File: src/pse_pkg.sv
`timescale 1ns / 1ps
// ----------------------------------------------------------------------------
// pse_pkg
// Types and constants shared by the postfix stack evaluator.
// ----------------------------------------------------------------------------
package pse_pkg;

   localparam int STACK_DEPTH = 64;
   localparam int STACK_AW    = $clog2(STACK_DEPTH);
   localparam int DEPTH_W     = $clog2(STACK_DEPTH + 1);

   localparam int TOKQ_DEPTH  = 2;
   localparam int TOKQ_AW     = $clog2(TOKQ_DEPTH);
   localparam int TOKQ_CW     = $clog2(TOKQ_DEPTH + 1);

   localparam int DATA_W      = 32;
   localparam int DIV_STEPS   = DATA_W;
   localparam int DIV_CNT_W   = $clog2(DIV_STEPS);

   localparam logic [2:0] OP_NUMBER = 3'd0;
   localparam logic [2:0] OP_ADD    = 3'd1;
   localparam logic [2:0] OP_SUB    = 3'd2;
   localparam logic [2:0] OP_MUL    = 3'd3;
   localparam logic [2:0] OP_DIV    = 3'd4;
   localparam logic [2:0] OP_MOD    = 3'd5;

   typedef struct packed {
      logic [2:0]  operation;
      logic [30:0] value;
      logic        last;
   } req_type;

   typedef struct packed {
      logic signed [31:0] result;
      logic               status;
   } rsp_type;

   typedef enum logic [2:0] {
      TK_NUM,
      TK_ADD,
      TK_SUB,
      TK_MUL,
      TK_DIV,
      TK_MOD,
      TK_BAD
   } tok_kind_type;

   typedef struct packed {
      tok_kind_type kind;
      logic [30:0]  value;
      logic         last;
   } tok_type;

   typedef struct packed {
      logic              start;
      logic              is_mod;
      logic [DATA_W-1:0] dividend;
      logic [DATA_W-1:0] divisor;
   } div_req_type;

   typedef struct packed {
      logic              done;
      logic [DATA_W-1:0] result;
   } div_rsp_type;

   typedef enum logic [1:0] {
      BS_IDLE,
      BS_OPER,
      BS_DIV,
      BS_DONE
   } bs_state_type;

endpackage

File: src/pse_ram.sv
`timescale 1ns / 1ps
// ----------------------------------------------------------------------------
// pse_ram
// Generic single-write, single-read RAM with registered read data.
// ----------------------------------------------------------------------------
module pse_ram #(
   parameter int WIDTH = 32,
   parameter int DEPTH = 64
) (
   input  logic                     clock,
   input  logic                     wr_en,
   input  logic [$clog2(DEPTH)-1:0] wr_addr,
   input  logic [WIDTH-1:0]         wr_data,
   input  logic [$clog2(DEPTH)-1:0] rd_addr,
   output logic [WIDTH-1:0]         rd_data
);

   logic [WIDTH-1:0] mem_ff [DEPTH];
   logic [WIDTH-1:0] rd_data_ff;

   always_ff @(posedge clock) begin
      if (wr_en) begin
         mem_ff[wr_addr] <= wr_data;
      end
      rd_data_ff <= mem_ff[rd_addr];
   end

   assign rd_data = rd_data_ff;

endmodule

File: src/pse_div.sv
`timescale 1ns / 1ps
// ----------------------------------------------------------------------------
// pse_div
// Signed 32-bit divide / remainder, restoring, one quotient bit per cycle.
// ----------------------------------------------------------------------------
module pse_div
   import pse_pkg::*;
(
   input  logic        clock,
   input  logic        reset,
   input  div_req_type div_req,
   output div_rsp_type div_rsp
);

   logic                 busy_ff, busy_in;
   logic                 done_ff, done_in;
   logic [DIV_CNT_W-1:0] cnt_ff, cnt_in;
   logic [DATA_W-1:0]    quo_ff, quo_in;
   logic [DATA_W-1:0]    rem_ff, rem_in;
   logic [DATA_W-1:0]    dvs_ff, dvs_in;
   logic                 qneg_ff, qneg_in;
   logic                 rneg_ff, rneg_in;
   logic                 mod_ff, mod_in;

   logic [DATA_W:0]      shifted;
   logic [DATA_W:0]      diff;
   logic [DATA_W-1:0]    a_mag;
   logic [DATA_W-1:0]    b_mag;

   always_comb begin
      a_mag   = div_req.dividend[DATA_W-1] ? (DATA_W'(0) - div_req.dividend)
                                           : div_req.dividend;
      b_mag   = div_req.divisor[DATA_W-1] ? (DATA_W'(0) - div_req.divisor)
                                          : div_req.divisor;
      shifted = {rem_ff, quo_ff[DATA_W-1]};
      diff    = shifted - {1'b0, dvs_ff};

      busy_in = busy_ff;
      done_in = 1'b0;
      cnt_in  = cnt_ff;
      quo_in  = quo_ff;
      rem_in  = rem_ff;
      dvs_in  = dvs_ff;
      qneg_in = qneg_ff;
      rneg_in = rneg_ff;
      mod_in  = mod_ff;

      if (div_req.start) begin
         busy_in = 1'b1;
         cnt_in  = '0;
         quo_in  = a_mag;
         rem_in  = '0;
         dvs_in  = b_mag;
         qneg_in = div_req.dividend[DATA_W-1] ^ div_req.divisor[DATA_W-1];
         rneg_in = div_req.dividend[DATA_W-1];
         mod_in  = div_req.is_mod;
      end else if (busy_ff) begin
         // remainder stays below the divisor, so the top bit of diff is the borrow
         if (!diff[DATA_W]) begin
            rem_in = diff[DATA_W-1:0];
            quo_in = {quo_ff[DATA_W-2:0], 1'b1};
         end else begin
            rem_in = shifted[DATA_W-1:0];
            quo_in = {quo_ff[DATA_W-2:0], 1'b0};
         end
         cnt_in = cnt_ff + DIV_CNT_W'(1);
         if (cnt_ff == DIV_CNT_W'(DIV_STEPS - 1)) begin
            busy_in = 1'b0;
            done_in = 1'b1;
         end
      end
   end

   always_ff @(posedge clock) begin
      if (reset) begin
         busy_ff <= 1'b0;
         done_ff <= 1'b0;
      end else begin
         busy_ff <= busy_in;
         done_ff <= done_in;
      end
   end

   always_ff @(posedge clock) begin
      cnt_ff  <= cnt_in;
      quo_ff  <= quo_in;
      rem_ff  <= rem_in;
      dvs_ff  <= dvs_in;
      qneg_ff <= qneg_in;
      rneg_ff <= rneg_in;
      mod_ff  <= mod_in;
   end

   always_comb begin
      div_rsp.done = done_ff;
      if (mod_ff) begin
         div_rsp.result = rneg_ff ? (DATA_W'(0) - rem_ff) : rem_ff;
      end else begin
         div_rsp.result = qneg_ff ? (DATA_W'(0) - quo_ff) : quo_ff;
      end
   end

endmodule

File: src/pse_front.sv
`timescale 1ns / 1ps
// ----------------------------------------------------------------------------
// pse_front
// Accepts input words, decodes the token kind and holds them in a short queue.
// ----------------------------------------------------------------------------
module pse_front
   import pse_pkg::*;
(
   input  logic    clock,
   input  logic    reset,
   input  logic    req_push,
   output logic    req_full,
   input  req_type req_payload,
   output logic    tok_valid,
   output tok_type tok,
   input  logic    tok_pop
);

   tok_type              q_ff [TOKQ_DEPTH];
   logic [TOKQ_AW-1:0]   wr_ptr_ff, wr_ptr_in;
   logic [TOKQ_AW-1:0]   rd_ptr_ff, rd_ptr_in;
   logic [TOKQ_CW-1:0]   count_ff, count_in;
   logic                 push_ok;
   logic                 pop_ok;
   tok_type              tok_dec;

   always_comb begin
      case (req_payload.operation)
         OP_NUMBER: tok_dec.kind = TK_NUM;
         OP_ADD:    tok_dec.kind = TK_ADD;
         OP_SUB:    tok_dec.kind = TK_SUB;
         OP_MUL:    tok_dec.kind = TK_MUL;
         OP_DIV:    tok_dec.kind = TK_DIV;
         OP_MOD:    tok_dec.kind = TK_MOD;
         default:   tok_dec.kind = TK_BAD;
      endcase
      tok_dec.value = req_payload.value;
      tok_dec.last  = req_payload.last;
   end

   assign req_full  = (count_ff == TOKQ_CW'(TOKQ_DEPTH));
   assign tok_valid = (count_ff != '0);
   assign tok       = q_ff[rd_ptr_ff];
   assign push_ok   = req_push && !req_full;
   assign pop_ok    = tok_pop && tok_valid;

   always_comb begin
      wr_ptr_in = wr_ptr_ff;
      rd_ptr_in = rd_ptr_ff;
      count_in  = count_ff;
      if (push_ok) begin
         wr_ptr_in = (wr_ptr_ff == TOKQ_AW'(TOKQ_DEPTH - 1)) ? '0
                                                             : wr_ptr_ff + TOKQ_AW'(1);
      end
      if (pop_ok) begin
         rd_ptr_in = (rd_ptr_ff == TOKQ_AW'(TOKQ_DEPTH - 1)) ? '0
                                                             : rd_ptr_ff + TOKQ_AW'(1);
      end
      if (push_ok && !pop_ok) begin
         count_in = count_ff + TOKQ_CW'(1);
      end else if (pop_ok && !push_ok) begin
         count_in = count_ff - TOKQ_CW'(1);
      end
   end

   always_ff @(posedge clock) begin
      if (reset) begin
         wr_ptr_ff <= '0;
         rd_ptr_ff <= '0;
         count_ff  <= '0;
      end else begin
         wr_ptr_ff <= wr_ptr_in;
         rd_ptr_ff <= rd_ptr_in;
         count_ff  <= count_in;
      end
   end

   always_ff @(posedge clock) begin
      if (push_ok) begin
         q_ff[wr_ptr_ff] <= tok_dec;
      end
   end

endmodule

File: src/pse_back.sv
`timescale 1ns / 1ps
// ----------------------------------------------------------------------------
// pse_back
// Executes tokens on the operand stack and holds the finished result word.
// Top of stack lives in a register; entries below it live in the RAM.
// ----------------------------------------------------------------------------
module pse_back
   import pse_pkg::*;
(
   input  logic    clock,
   input  logic    reset,
   input  logic    tok_valid,
   input  tok_type tok,
   output logic    tok_pop,
   output logic    rsp_empty,
   input  logic    rsp_pop,
   output rsp_type rsp_payload
);

   bs_state_type       state_ff, state_in;
   logic [DEPTH_W-1:0] depth_ff, depth_in;
   logic               err_ff, err_in;
   logic [DATA_W-1:0]  tos_ff, tos_in;
   tok_kind_type       kind_ff, kind_in;
   logic               last_ff, last_in;
   logic               out_valid_ff, out_valid_in;
   rsp_type            out_ff, out_in;

   logic               mem_we;
   logic [STACK_AW-1:0] mem_waddr;
   logic [DATA_W-1:0]  mem_wdata;
   logic [STACK_AW-1:0] mem_raddr;
   logic [DATA_W-1:0]  mem_rdata;

   div_req_type        div_req;
   div_rsp_type        div_rsp;

   logic [DATA_W-1:0]  left;
   logic [DATA_W-1:0]  product;
   logic [DEPTH_W-1:0] depth_m1;
   logic [DEPTH_W-1:0] depth_m2;
   logic               invalid;

   pse_ram #(
      .WIDTH (DATA_W),
      .DEPTH (STACK_DEPTH)
   ) u_ram (
      .clock   (clock),
      .wr_en   (mem_we),
      .wr_addr (mem_waddr),
      .wr_data (mem_wdata),
      .rd_addr (mem_raddr),
      .rd_data (mem_rdata)
   );

   pse_div u_div (
      .clock   (clock),
      .reset   (reset),
      .div_req (div_req),
      .div_rsp (div_rsp)
   );

   assign left     = mem_rdata;
   assign product  = left * tos_ff;
   assign depth_m1 = depth_ff - DEPTH_W'(1);
   assign depth_m2 = depth_ff - DEPTH_W'(2);
   assign invalid  = err_ff || (depth_ff != DEPTH_W'(1));

   always_comb begin
      state_in     = state_ff;
      depth_in     = depth_ff;
      err_in       = err_ff;
      tos_in       = tos_ff;
      kind_in      = kind_ff;
      last_in      = last_ff;
      out_valid_in = out_valid_ff;
      out_in       = out_ff;
      tok_pop      = 1'b0;
      mem_we       = 1'b0;
      mem_waddr    = depth_m1[STACK_AW-1:0];
      mem_wdata    = tos_ff;
      mem_raddr    = depth_m2[STACK_AW-1:0];
      div_req      = '{start: 1'b0, is_mod: (kind_ff == TK_MOD),
                       dividend: left, divisor: tos_ff};

      if (rsp_pop && out_valid_ff) begin
         out_valid_in = 1'b0;
      end

      case (state_ff)
         BS_IDLE: begin
            if (tok_valid) begin
               tok_pop = 1'b1;
               kind_in = tok.kind;
               last_in = tok.last;
               if (tok.last) begin
                  state_in = BS_DONE;
               end
               if (!err_ff) begin
                  case (tok.kind)
                     TK_NUM: begin
                        if (depth_ff == DEPTH_W'(STACK_DEPTH)) begin
                           err_in = 1'b1;
                        end else begin
                           // spill the old top of stack to the RAM as the new one is taken
                           mem_we   = (depth_ff != '0);
                           tos_in   = {1'b0, tok.value};
                           depth_in = depth_ff + DEPTH_W'(1);
                        end
                     end
                     TK_ADD, TK_SUB, TK_MUL, TK_DIV, TK_MOD: begin
                        if (depth_ff < DEPTH_W'(2)) begin
                           err_in = 1'b1;
                        end else begin
                           state_in = BS_OPER;
                        end
                     end
                     default: err_in = 1'b1;
                  endcase
               end
            end
         end

         BS_OPER: begin
            state_in = last_ff ? BS_DONE : BS_IDLE;
            case (kind_ff)
               TK_ADD: begin
                  tos_in   = left + tos_ff;
                  depth_in = depth_m1;
               end
               TK_SUB: begin
                  tos_in   = left - tos_ff;
                  depth_in = depth_m1;
               end
               TK_MUL: begin
                  tos_in   = product;
                  depth_in = depth_m1;
               end
               default: begin
                  if (tos_ff == '0) begin
                     err_in = 1'b1;
                  end else begin
                     div_req.start = 1'b1;
                     state_in      = BS_DIV;
                  end
               end
            endcase
         end

         BS_DIV: begin
            if (div_rsp.done) begin
               tos_in   = div_rsp.result;
               depth_in = depth_m1;
               state_in = last_ff ? BS_DONE : BS_IDLE;
            end
         end

         BS_DONE: begin
            if (!out_valid_ff || rsp_pop) begin
               out_valid_in  = 1'b1;
               out_in.result = invalid ? '0 : tos_ff;
               out_in.status = invalid;
               depth_in      = '0;
               err_in        = 1'b0;
               state_in      = BS_IDLE;
            end
         end

         default: state_in = BS_IDLE;
      endcase
   end

   always_ff @(posedge clock) begin
      if (reset) begin
         state_ff     <= BS_IDLE;
         depth_ff     <= '0;
         err_ff       <= 1'b0;
         out_valid_ff <= 1'b0;
      end else begin
         state_ff     <= state_in;
         depth_ff     <= depth_in;
         err_ff       <= err_in;
         out_valid_ff <= out_valid_in;
      end
   end

   always_ff @(posedge clock) begin
      tos_ff  <= tos_in;
      kind_ff <= kind_in;
      last_ff <= last_in;
      out_ff  <= out_in;
   end

   assign rsp_empty   = !out_valid_ff;
   assign rsp_payload = out_ff;

endmodule

File: src/postfix_stack_evaluator.sv
`timescale 1ns / 1ps
// ----------------------------------------------------------------------------
// postfix_stack_evaluator
// Evaluates postfix integer expressions one token word at a time.
//
//   channel   handshake          payload      direction
//   req_      push / full        req_type     token words in
//   rsp_      empty / pop        rsp_type     one result word per last token
//
// A number token is pushed directly; + - * read the stack RAM, then apply the
// ALU; / and % go through the bit-serial divider (32 steps plus start and
// writeback). A last token then loads the result register once it is free.
// Reset is synchronous and empties the token queue, the stack and the result
// register; the stack RAM needs no clearing pass. The token queue keeps
// accepting while a result waits to be popped.
// ----------------------------------------------------------------------------
module postfix_stack_evaluator
   import pse_pkg::*;
(
   input  logic    clock,
   input  logic    reset,
   input  logic    req_push,
   output logic    req_full,
   input  req_type req_payload,
   output logic    rsp_empty,
   input  logic    rsp_pop,
   output rsp_type rsp_payload
);

   logic    tok_valid;
   tok_type tok;
   logic    tok_pop;

   pse_front u_front (
      .clock       (clock),
      .reset       (reset),
      .req_push    (req_push),
      .req_full    (req_full),
      .req_payload (req_payload),
      .tok_valid   (tok_valid),
      .tok         (tok),
      .tok_pop     (tok_pop)
   );

   pse_back u_back (
      .clock       (clock),
      .reset       (reset),
      .tok_valid   (tok_valid),
      .tok         (tok),
      .tok_pop     (tok_pop),
      .rsp_empty   (rsp_empty),
      .rsp_pop     (rsp_pop),
      .rsp_payload (rsp_payload)
   );

endmodule

File: config.mk
export PLATFORM = sky130hd
export DESIGN_NAME = postfix_stack_evaluator
export DESIGN_NICKNAME = d
export VERILOG_FILES = /design/src/pse_pkg.sv /design/src/pse_ram.sv /design/src/pse_div.sv /design/src/pse_front.sv /design/src/pse_back.sv /design/src/postfix_stack_evaluator.sv
export SDC_FILE = /design/constraint.sdc
export NUM_CORES = 2
export LEC_CHECK = 0
export ABC_AREA = 0
export BUFFER_PORTS_ARGS = -buffer_cell sky130_fd_sc_hd__buf_2
export CORE_MARGIN = 2
export CORE_UTILIZATION = 58
export DETAILED_ROUTE_END_ITERATION = 6
export PLACE_DENSITY = 0.74
export RECOVER_POWER = 50
export SLEW_MARGIN = 20
export SYNTH_ARGS = -nofsm -noshare
export SYNTH_HDL_FRONTEND = slang
export SYNTH_SLANG_ARGS = --single-unit
File: constraint.sdc
create_clock -name clock -period 14.2 [get_ports clock]
set_input_delay 1.42 -clock clock [delete_from_list [all_inputs] [get_ports clock]]
set_output_delay 1.42 -clock clock [all_outputs]
set_load 0.005 [all_outputs]
# --- Word-level counts from Yosys, hierarchy flattened ---
# Memories as Yosys holds them, arrays and structs flattened. A register that Yosys moved wholly into a read port is not among the register bits.
# Index checks and enable logic that the tools add are counted.
op_classes:
  n_reduce_logical: 30
  magnitude_cmp: 1
  eq_ne: 31
  n_addsub: 15
  mul: 1
  bitwise: 2
  mux: 72
op_table:
  columns: ["operator", "count"]
  rows:
  - ["32-bit 2-to-1 mux", 12]
  - ["32-bit case mux with 3 select lines", 2]
  - ["1-bit by 32-bit subtractor with 32-bit output, first input constant", 4]
  - ["7-bit 2-to-1 mux", 7]
  - ["1-bit 2-to-1 mux", 33]
  - ["33-bit by 32-bit subtractor with 33-bit output", 1]
  - ["32-bit adder", 1]
  - ["32-bit logical NOT", 1]
  - ["32-bit by 32-bit multiplier with 32-bit output", 1]
  - ["32-bit subtractor", 1]
  - ["31-bit 2-to-1 mux", 1]
  - ["7-bit case mux with 4 select lines", 1]
  - ["2-bit 2-to-1 mux", 12]
  - ["3-bit by 2-bit equality test with 1-bit output, second input constant", 6]
  - ["3-bit case mux with 6 select lines", 1]
  - ["3-bit equality test, second input constant", 5]
  - ["2-bit != test, second input constant", 7]
  - ["7-bit AND reduction", 2]
  - ["3-bit by 1-bit equality test with 1-bit output, second input constant", 3]
  - ["2-bit case mux with 4 select lines", 1]
  - ["7-bit by 1-bit adder with 7-bit output, second input constant", 1]
  - ["7-bit equality test, second input constant", 1]
  - ["7-bit by 2-bit less-than comparator with 1-bit output, second input constant", 1]
  - ["7-bit by 1-bit != test with 1-bit output, second input constant", 1]
  - ["other kinds (28)", 46]
word_totals:
  word_cells: 176
  ff_bits: 190
  input_bits: 39
  memories: 2
  output_inout_bits: 35
  ram_bits: 2118
mem_list:
  columns: ["memory", "words", "word_bits", "read_ports", "rd_clocked_by_memory_dff", "write_ports", "line", "rtl"]
  rows:
  - ["u_back.u_ram.mem_ff", 64, 32, 1, 1, 1, "pse_ram.sv:18", "logic [WIDTH-1:0] mem_ff [DEPTH];"]
  - ["u_front.q_ff", 2, 35, 1, 1, 1, "pse_front.sv:19", "tok_type q_ff [TOKQ_DEPTH];"]

# --- Longest topological paths before layout ---
depth:
  ltp_word: 8
  ltp_mapped: 28
  depth_no_buf: 26

# --- Cells and area by module ---
# From an unflattened synthesis, not the netlist that was laid out.
unflattened:
  hier_cells: 7068
  area_unflattened_um2: 112342.7
by_module_without_submodules:
  columns: ["mod", "area_per_inst_um2", "instances", "seq_area_each_um2", "cells_per_inst"]
  rows:
  - ["pse_ram", 78519.1, 1, 62139.6, 3324]
  - ["pse_back", 22238.8, 1, 2292.2, 2516]
  - ["pse_div", 8826.0, 1, 2792.7, 1091]
  - ["pse_front", 2758.9, 1, 2202.1, 137]

# --- Least setup slack after synthesis ---
# OpenSTA, ideal clock, no wires.
synth_path:
  kind: "reg-to-reg"
  from: "register u_back.tos_ff[9] (netlist: u_back.mem_wdata[9])"
  to: "register u_back.tos_ff[30] (netlist: u_back.mem_wdata[30]) (data pin)"
  setup_slack_ns: 6.216
  period_less_slack_ns: 7.984
  t_arrival_ns: 7.717
  n_path_buf: 2
  path_stages_with_launch: 27
  setup_time_ns: 0.266
  required_time_ns: 13.934
  cell_sequence: "edfxtp_1 clkbuf_1 clkbuf_1 nand2_1 fa_1 inv_1 fa_1 fa_1 inv_1 fa_1 inv_1 fa_1 inv_1 fa_1 inv_1 fa_1 fa_1 ha_1 a21o_1 a21oi_1 nand2_1 o31ai_1 o31ai_1 a221oi_1 o21ai_0 xnor2_1 o31ai_1"
synth_between:
  elab_chain_len: 3
  elab_cells_between_ends: 5
  classes_between: "2 x add/sub; 1 x mul; 2 x mux"
synth_rtl:
  columns: ["element", "line", "rtl"]
  rows:
  - ["start, declared", "pse_back.sv:23", "logic [DATA_W-1:0] tos_ff, tos_in;"]
  - ["start signal, assigned", "pse_back.sv:188", "tos_ff <= tos_in;"]
  - ["32-bit by 32-bit multiplier with 32-bit output, or another cell as far along", "pse_back.sv:64", "assign product = left * tos_ff;"]
  - ["32-bit case mux with 3 select lines (*)", "pse_back.sv:126", "case (kind_ff)"]
  - ["32-bit case mux with 3 select lines (*)", "pse_back.sv:90", "case (state_ff)"]
  - ["named net u_back.tos_in[30]", "pse_back.sv:23", null]
# The timed path passes the listed nets; every way through them passes the cells marked *.
# A chain may end at the register's enable or synchronous reset.

# --- Worst setup path in the final report ---
layout_path:
  from: "register u_back.tos_ff[13] (netlist: u_back.mem_wdata[13])"
  to: "register u_back.tos_ff[29] (netlist: u_back.mem_wdata[29]) (data pin)"
# Same word-level chain as after synthesis.

==> results by group <==
STA
  – Final TNS setup: 0 ns
  – Max-slew headroom: -216%
  – Fin. max-slew vios: 2600
  – Final Critical Period: approximately 11 ns
  – Worst slew pin tran: 4.73 ns
  – Final worst-path cycle share: 79.4%
  – Fmax achieved: 0.0887 GHz
  – Final Hold Viols: 0
  – Final setup vio count: 0
  – Final Skew: 0.113 ns
  – RSZ-0062 raised after global routing: false

Final layout
  – Most common cell after layout, fill and taps aside: edfxtp_1
  – P&R area growth vs syn: 10.4%
  – Most frequent cells in the layout: edfxtp_1, mux4_2, inv_1, nand2_1, fa_1
  – Filler Cell Count: 12804
  – Nets: between 7000 and 8000
  – Multi-input gate area: between 30000 and 40000 um^2
  – Layout cells sized above 1: between 10% and 20%
  – Storage element area: 69400 um^2

Outcome
  – Status: complete, but fails checks
  – Failing checks: antenna rules, capacitance limit, slew limit

Place
  – Final Wtd Congestion: 0.913
  – IO buf count: 73
  – DP HPWL: between 150000 and 200000 um

Detailed routing
  – Vias per inst: between 6 and 7
  – Drt total wl: 312000 um
  – DRT iter0 DRCs: 8834
  – Post-Route M1 WL: 109000 um
  – Total number of vias: between 60000 and 70000
  – Number of remaining DRC errors: 0
  – Top Layer Used: met5
  – Iteration count of the initial detailed-routing pass: 6
  – DR WL/cell: about 33 um
  – WL met3: approximately 36000 um
  – Antenna-violating nets left: 1
  – Met2 WL: about 150000 um

Hold path
  – Hold Path Class: register to register

Logic synthesis
  – Seq cells post-synth: 2341
  – Synth async-reset ratio: 0%
  – Syn Nets: 7334
  – Mapped Area: roughly 110000 um^2
  – Post-synth EDFFs: 2254
  – Post-synth top area cell: edfxtp_1
  – Top cell type's share of synthesized area: 60.6%
  – Main flop type after synthesis: edfxtp_1
  – Seq/Total Area, Yosys: 62.2%
  – Top cells by area, synth: edfxtp_1, mux4_2, fa_1
  – Netlist cell types: 91
  – Mapped Cells: 6680
  – Syn Area/Cell: 16.7 um^2
  – Yosys warning count: 0

Die
  – I/O pins: 74
  – Full die area: 196000 um^2
  – Initial Util: 58.1%
  – Die span in x: between 400 and 500 um
  – DIE HEIGHT: 443 um
  – # rows: around 160
  – CORE AREA: between 150000 and 200000 um^2

Clock network
  – Number of gates resized after CTS: 0
  – Reg clk slew, reported paths: around 0.06 ns
  – Max Root-Sink Buffers: 3
  – Total CTS buffers: 222
  – Worst-Skew Late Latency: between 0.9 and 1 ns
  – CTS Sinks: between 2000 and 2500
  – Postcts setup bufs: 0
  – H-tree depth: 4
  – CTS Root Cell: clkbuf_16
  – TritonCTS clock tree: built
  – Cts hold-fix bufs: 0

Worst setup path
  – CP endpoint kind: register
  – CP max FO: between 60 and 70
  – CP Data Required Time: 14.87 ns
  – Critical path class: register to register
  – CP arrival: 11.95 ns
  – Reg2reg setup slack: 2.92 ns
  – Crit start category: register

Global route
  – All-Layer GR Usage: 32.2%
  – First-pass GRT wire length: 453000 um
  – Largest net degree at the start of global routing: roughly 130
  – GRT Residual Overflow: 0
  – Via count of the first global-routing pass: between 60000 and 70000
  – Initial antenna violation count: 23

Job
  – Maxcap violations: 50
Yosys cell counts, drive strengths merged, types with 26 or more instances:
cell	n
or3	26
a21oi	145
nor2b	49
o21ai	177
dfxtp	87
edfxtp	2254
clkbuf	291
mux2i	33
ha	205
o21a	26
o31ai	44
a31oi	31
inv	462
a211oi	55
mux4	660
a21o	38
buf	85
and2	346
nor3	37
nand2	445
nor2	207
nand3	26
xor2	118
fa	410
xnor2	170
final cells by class:
| type | count | share of cell area (%) |
|---|---|---|
| timing repair buffer | 269 | 1.33 |
| tap | 2526 | 2.56 |
| clock inverter | 149 | 1.47 |
| multi-input combinational | 3501 | 32.1 |
| clock buffer | 273 | 4.76 |
| inverter | 462 | 1.41 |
| sequential | 2341 | 56.3 |
| antenna | 11 | 0.0223 |
metal layers:
metal | vias up | GRT usage, %
li1 | 25468 | -
met1 | 33156 | 43.0
met2 | 4468 | 50.4
met3 | 839 | 6.76
met4 | 12 | 17.3
met5 | - | 0
metrics by stage:
| stage | std cells | instance area (um^2) | hold WS, ns | util [%] | setup slack [ns] |
|---|---|---|---|---|---|
| final | 9532 | 123000 | 0.516 | 64.2 | 2.92 |
| after global routing | 9523 | 123000 | 0.543 | 64.2 | 2.69 |
| after CTS | 9521 | 123000 | 0.517 | 64.3 | 5.82 |
| after detailed placement | 9099 | 116000 | 0.503 | 60.3 | 5.88 |
| after global placement | 9099 | 116000 | 0.480 | 60.3 | 5.98 |
| after floorplan | 6680 | 112000 | 0.406 | - | 6.22 |
cell families (layout without fill, tap and decap cells):
family / count (synthesis) / in the layout / share of synthesized area [%]
multiplexers: 698 / 698 / 13.7
buffers and inverters: 838 / 1153 / 2.86
AO/OA/AOI/OAI: 655 / 655 / 3.80
adder cells (fa/ha/maj): 615 / 615 / 9.65
flip-flops: 2341 / 2341 / 62.2
AND/OR/NAND/NOR: 1245 / 1245 / 5.57
XOR/XNOR: 288 / 288 / 2.26
other: 0 / 11 / 0
state kept, by name, summed over array words and instances, names as in the netlist, 2 cells and up, named ones only:
signal / cells
u_back.u_div.rem_ff: 32
u_back.rsp_payload: 33
u_front.count_ff: 2
u_front.q_ff: 70
u_back.u_div.cnt_ff: 5
u_back.state_ff: 2
u_back.depth_ff: 7
u_back.u_div.dvs_ff: 32
u_back.u_ram.mem_ff: 2048
u_back.u_ram.rd_data: 32
u_back.mem_wdata: 32
u_back.kind_ff: 3
u_back.u_div.quo_ff: 32
worst paths after layout:
kind / startpoint / depth (start not counted) / end
worst min-delay path: u_back.u_div.cnt_ff[4] / 2 / u_back.u_div.cnt_ff[4]
worst min register to register: u_back.u_div.cnt_ff[4] / 2 / u_back.u_div.cnt_ff[4]
worst max register to register: u_back.mem_wdata[13] / 26 / u_back.mem_wdata[29]
worst max-delay path: u_back.mem_wdata[13] / 26 / u_back.mem_wdata[29]
worst max-delay path, cell delays in order, from the launching register on:
cell and delay [ns]:
edfxtp_1 0.33, clkbuf_1 1.33, clkbuf_1 2.83, and2_1 0.40, fa_1 0.42, inv_1 0.08
fa_1 0.15, inv_1 0.05, fa_1 0.49, inv_1 0.06, fa_1 0.47, inv_1 0.05
fa_1 0.48, fa_1 0.56, fa_1 0.42, fa_1 0.45, ha_1 0.24, nor3_1 0.20
o21ai_0 0.14, a32o_1 0.26, a21oi_1 0.38, nor2_1 0.12, o41ai_1 0.39, xnor2_1 0.17
nand2_1 0.08, a31o_2 0.27, a31oi_1 0.16
Power is left out: the tool's default activity adds up to more than one toggle a clock period on the data nets, which glitch-free logic cannot reach.
